[src/assert_macros.svh]
// assertion macros used by the sampler top level
`ifndef ASSERT_MACROS_SVH
`define ASSERT_MACROS_SVH

// property must hold at every clock edge outside reset
`define ASSERT_IMPL(label, clk, rstn, prop, msg) \
    label: assert property (@(posedge clk) disable iff (!rstn) prop) else $error(msg);

// condition must never be seen at a clock edge outside reset
`define ASSERT_NEVER(label, clk, rstn, cond, msg) \
    label: assert property (@(posedge clk) disable iff (!rstn) !(cond)) else $error(msg);

`endif

[src/hbs_pkg.sv]
`timescale 1ns / 1ps
// shared types and constants of the height-map bilinear sampler
package hbs_pkg;

    // field widths
    localparam int RES_W      = 8;
    localparam int SIZE_W     = 31;
    localparam int HEIGHT_W   = 16;
    localparam int INDEX_W    = 14;
    localparam int COORD_W    = 32;
    localparam int FRAC_W     = 16;
    localparam int POS_W      = RES_W + FRAC_W;
    localparam int DIV_STEPS  = POS_W;
    localparam int S_DATA_W   = 96;
    localparam int M_DATA_W   = 32;
    localparam int APB_ADDR_W = 4;
    localparam int APB_DATA_W = 32;

    // register indexes
    localparam logic [1:0] REG_GRID_RES     = 2'd0;
    localparam logic [1:0] REG_WORLD_SIZE   = 2'd1;
    localparam logic [1:0] REG_HEIGHT_SCALE = 2'd2;

    // register reset values
    localparam logic [RES_W-1:0]  GRID_RES_RST     = 8'd128;
    localparam logic [SIZE_W-1:0] WORLD_SIZE_RST   = 31'd65536;
    localparam logic [SIZE_W-1:0] HEIGHT_SCALE_RST = 31'd65536;

    // word kinds
    localparam logic KIND_LOAD  = 1'b0;
    localparam logic KIND_QUERY = 1'b1;

    typedef enum logic [2:0] {
        ST_IDLE,
        ST_PREP,
        ST_DIVIDE,
        ST_FETCH,
        ST_BLEND,
        ST_EMIT
    } state_t;

    // corners: 0 row0/col0, 1 row0/col1, 2 row1/col0, 3 row1/col1
    typedef struct packed {
        logic [3:0][HEIGHT_W-1:0] corner;
        logic [FRAC_W-1:0]        frac_c;
        logic [FRAC_W-1:0]        frac_r;
    } blend_in_t;

endpackage

[src/hbs_pos_div.sv]
`timescale 1ns / 1ps
// grid position unit: floor(num * span * 2^16 / den), one quotient bit a cycle
module hbs_pos_div (
    input  logic                        aclk,
    input  logic                        aresetn,
    input  logic                        start,
    input  logic [hbs_pkg::COORD_W-1:0] num,
    input  logic [hbs_pkg::RES_W-1:0]   span,
    input  logic [hbs_pkg::COORD_W-1:0] den,
    output logic                        done,
    output logic [hbs_pkg::POS_W-1:0]   quot
);
    import hbs_pkg::*;

    localparam int CNT_W  = $clog2(DIV_STEPS);
    localparam int PROD_W = COORD_W + RES_W;

    logic               busy_reg, busy_next;
    logic               done_reg, done_next;
    logic [CNT_W-1:0]   cnt_reg, cnt_next;
    logic [COORD_W-1:0] rem_reg, rem_next;
    logic [POS_W-1:0]   sh_reg, sh_next;
    logic [PROD_W-1:0]  prod;
    logic [COORD_W:0]   trial;
    logic               ge;

    // restoring division, dividend bits shift out the top, quotient bits in
    always_comb begin
        prod      = num * span;
        trial     = {rem_reg, sh_reg[POS_W-1]};
        ge        = trial >= {1'b0, den};
        busy_next = busy_reg;
        done_next = 1'b0;
        cnt_next  = cnt_reg;
        rem_next  = rem_reg;
        sh_next   = sh_reg;
        if (start) begin
            // numerator at most den, so the high part starts below den
            rem_next  = prod[PROD_W-1 -: COORD_W];
            sh_next   = {prod[RES_W-1:0], {FRAC_W{1'b0}}};
            busy_next = 1'b1;
            cnt_next  = '0;
        end else if (busy_reg) begin
            rem_next = ge ? COORD_W'(trial - {1'b0, den}) : trial[COORD_W-1:0];
            sh_next  = {sh_reg[POS_W-2:0], ge};
            cnt_next = cnt_reg + CNT_W'(1);
            if (cnt_reg == CNT_W'(DIV_STEPS - 1)) begin
                busy_next = 1'b0;
                done_next = 1'b1;
            end
        end
    end

    always_ff @(posedge aclk) begin
        if (!aresetn) begin
            busy_reg <= 1'b0;
            done_reg <= 1'b0;
            cnt_reg  <= '0;
        end else begin
            busy_reg <= busy_next;
            done_reg <= done_next;
            cnt_reg  <= cnt_next;
        end
    end

    // datapath
    always_ff @(posedge aclk) begin
        rem_reg <= rem_next;
        sh_reg  <= sh_next;
    end

    assign done = done_reg;
    assign quot = sh_reg;

endmodule

[config.mk]
export PLATFORM = sky130hd
export DESIGN_NAME = hbs_pos_div
export DESIGN_NICKNAME = d
export VERILOG_FILES = /design/src/assert_macros.svh /design/src/hbs_pkg.sv /design/src/hbs_pos_div.sv
export SDC_FILE = /design/constraint.sdc
export NUM_CORES = 1
export LEC_CHECK = 0
export ABC_AREA = 1
export BUFFER_PORTS_ARGS = -buffer_cell sky130_fd_sc_hd__buf_2
export CAP_MARGIN = 20
export CORE_MARGIN = 2
export CORE_UTILIZATION = 55
export CTS_CLUSTER_DIAMETER = 40
export CTS_CLUSTER_SIZE = 30
export DETAILED_ROUTE_END_ITERATION = 16
export PLACE_DENSITY = 0.8
export SYNTH_ARGS = -nofsm -noshare
export SYNTH_HDL_FRONTEND = slang
export SYNTH_SLANG_ARGS = --single-unit
[constraint.sdc]
create_clock -name aclk -period 4 [get_ports aclk]
set_clock_uncertainty 0.1 [all_clocks]
set_input_delay 0 -clock aclk [delete_from_list [all_inputs] [get_ports aclk]]
set_output_delay 0 -clock aclk [all_outputs]
set_load 0.02 [all_outputs]
==> run metrics <==
Max Buffers Root-to-Sink 2; Non-Filler Instances 2750; Synth area leaders fa_1, nand2_1, inv_1; #FFs+latches synth 63; Largest register FFs 32; Critical Path Source Type input port; slowest stage cell, crit path fa_1; share of the clock period used by the worst path 1.04; Root Buffer clkbuf_16; Fin Hold WS 83.6 ps; status complete, but fails checks; syn_area_per_cell 6.51 um2; number of flops mapped to enable cells by yosys 40; failing checks negative setup slack; starting density of the core 0.558; crit-path max cell delay 580 ps; Unique masters post-synth 43; top cells by count, synth nand2_1, inv_1, fa_1, nand3_1, nor2_1; Die H 166 um; Slew @ Worst Pin 744 ps; FFs w/ async S/R, synth 0; relative slew slack 0.503; Chip Width 166 um; GR Layer Usage met2 0.501; DRT iter0 DRCs 1282; peak supply drop 0.568 mV; GRT Util Overall 0.289; wire per inst 15.7 um; dominant synthesized flop cell edfxtp_1; critical path class input port to flop; Arr. time, crit path between 4000 and 5000 ps; finished layout cell area 17700 um2; initial antenna violation count 1; met3 Use GR 0.0276; Buffers on Ports 99; HPWL Detailed between 30000 and 40000 um; RSZ-0062 raised after global routing yes; Leak around 10 nW; final net count 2758; GR Util met1 0.389; Post-DP Area 16100 um2; syn_nets between 2000 and 3000; Crit path required time 3980 ps; Final Hold Viols 0; gr ovfl total 0; Post-Syn Area 14500 um2; Crit. End Element flop; core area 25900 um2; pre-CTS WS -831 ps; Rows between 50 and 60; worst-skew pair later-pin latency 340 ps; Reg clk slew, reported paths roughly 60 ps; cells after synthesis ~2200; Pwr per Cell Area 833 nW/um2; largest net degree at the start of global routing 46; Synth top area share 0.251; post-route antenna net violation count 0; clock period minus final worst setup slack slightly above 4000 ps; Max Cap Violations 0; vias per cell 5.18; share of layout cells above drive strength 1 0.195; Die ar. between 20000 and 30000 um2; Setup TNS Final -325 ps; Vias 14245; leading area contributor after synthesis fa_1; crit-path cells buf_8, clkbuf_16, nand2_1, inv_1, fa_1, fa_1, fa_1, inv_1, fa_1, inv_1, ha_4, nand2_4, o21ai_0, a21oi_1, nand3_2, buf_4, a21oi_1, o21ai_0, nand2_1; FMAX 241 MHz; CTS tree yes; Num CTS Buffers 9; # IOs 100; Post-route DRC 0; clock sink count 63; crit-path most repeated cell fa_1; count leader, synth nand2_1; placed insts 2716; Placer Congestion a little under 1; global-route wire length before repair 66400 um; hold crit path type input port to flop; htree depth 3; Final Slew Violations 0; total routed wirelength 43200 um; register area share after synthesis 0.115; GR peak layer met2; drt pass-1 iters 5; post-route core utilization 0.682; total power draw ~15 mW; setup violators final 5; Layout area overhead 22.3%; Ys Warns 0; post-route setup slack -147 ps; vias in the first global route 14216; Reg2Reg Setup Slack 1160 ps; crit path max fanout 6
-- repair_timing --
item | 4_1_cts | 5_1_grt
resized for setup | 64 | 196
pin swaps | 11 | 100
gates cloned | 0 | 5
hold buffers | 1 | 0
endpoints found under the setup margin | 32 | 30
setup buffers | 2 | 9
endpoints found under the hold margin | 7 | 0
-- where the power goes --
part           leakage (nW)  switching [mW]  internal [mW]
Sequential            0.595           0.172           1.04
Clock                 0.159           0.313          0.528
Combinational          9.73            7.34           5.34
Total                  10.5            7.83           6.91
-- final cells by class --
| cell class | instances | area (um2) |
|---|---|---|
| Sequential cell | 63 | 1660 |
| Timing Repair Buffer | 256 | 1900 |
| Multi-Input combinational cell | 1467 | 11100 |
| Inverter | 612 | 2300 |
| Tap cell | 335 | 419 |
| Antenna cell | 1 | 2.50 |
| Clock buffer | 10 | 250 |
| Fill cell | 2102 | 8230 |
| Clock inverter | 6 | 70.1 |
-- layer usage --
| metal | wire length (um) | part of all wire |
|---|---|---|
| met5 | 0 | 0 |
| met4 | 1560 | 0.036 |
| met3 | 2780 | 0.064 |
| met2 | 21100 | 0.49 |
| met1 | 17800 | 0.41 |
-- cells by family after synthesis --
family	after synthesis	share of synthesized area
and+or+nand+nor	1024	0.299
buffers and inverters	689	0.185
adders and majority gates	274	0.331
AOI/OAI and AO/OA	144	0.0541
DFF	63	0.115
xor gates and xnor gates	25	0.0151
-- final timing paths --
kind	from	cells after the start	endpoint
max	span[5]	19	rem_reg[13]
min reg2reg	cnt_reg[4]	1	busy_reg
max reg2reg	rem_reg[29]	10	rem_reg[13]
min	start	3	quot[20]
-- critical path, delay by kind of cell --
| kind | cells | cell delay (ps) |
|---|---|---|
| buffers and inverters | 6 | 620 |
| adder cells (fa/ha/maj) | 5 | 2470 |
| AO/OA/AOI/OAI | 4 | 680 |
| AND/OR/NAND/NOR | 4 | 340 |
-- cell usage in the layout (no fill, tap or decap), types with 40 or more instances in the layout --
| master | instances |
|---|---|
| fa_1 | 178 |
| nor2_1 | 73 |
| nand3b_1 | 44 |
| buf_4 | 144 |
| nand3_1 | 101 |
| nand2_2 | 40 |
| edfxtp_1 | 40 |
| inv_1 | 597 |
| ha_1 | 65 |
| nand2_1 | 668 |
| buf_2 | 91 |
(Power assumes the default switching activity.)
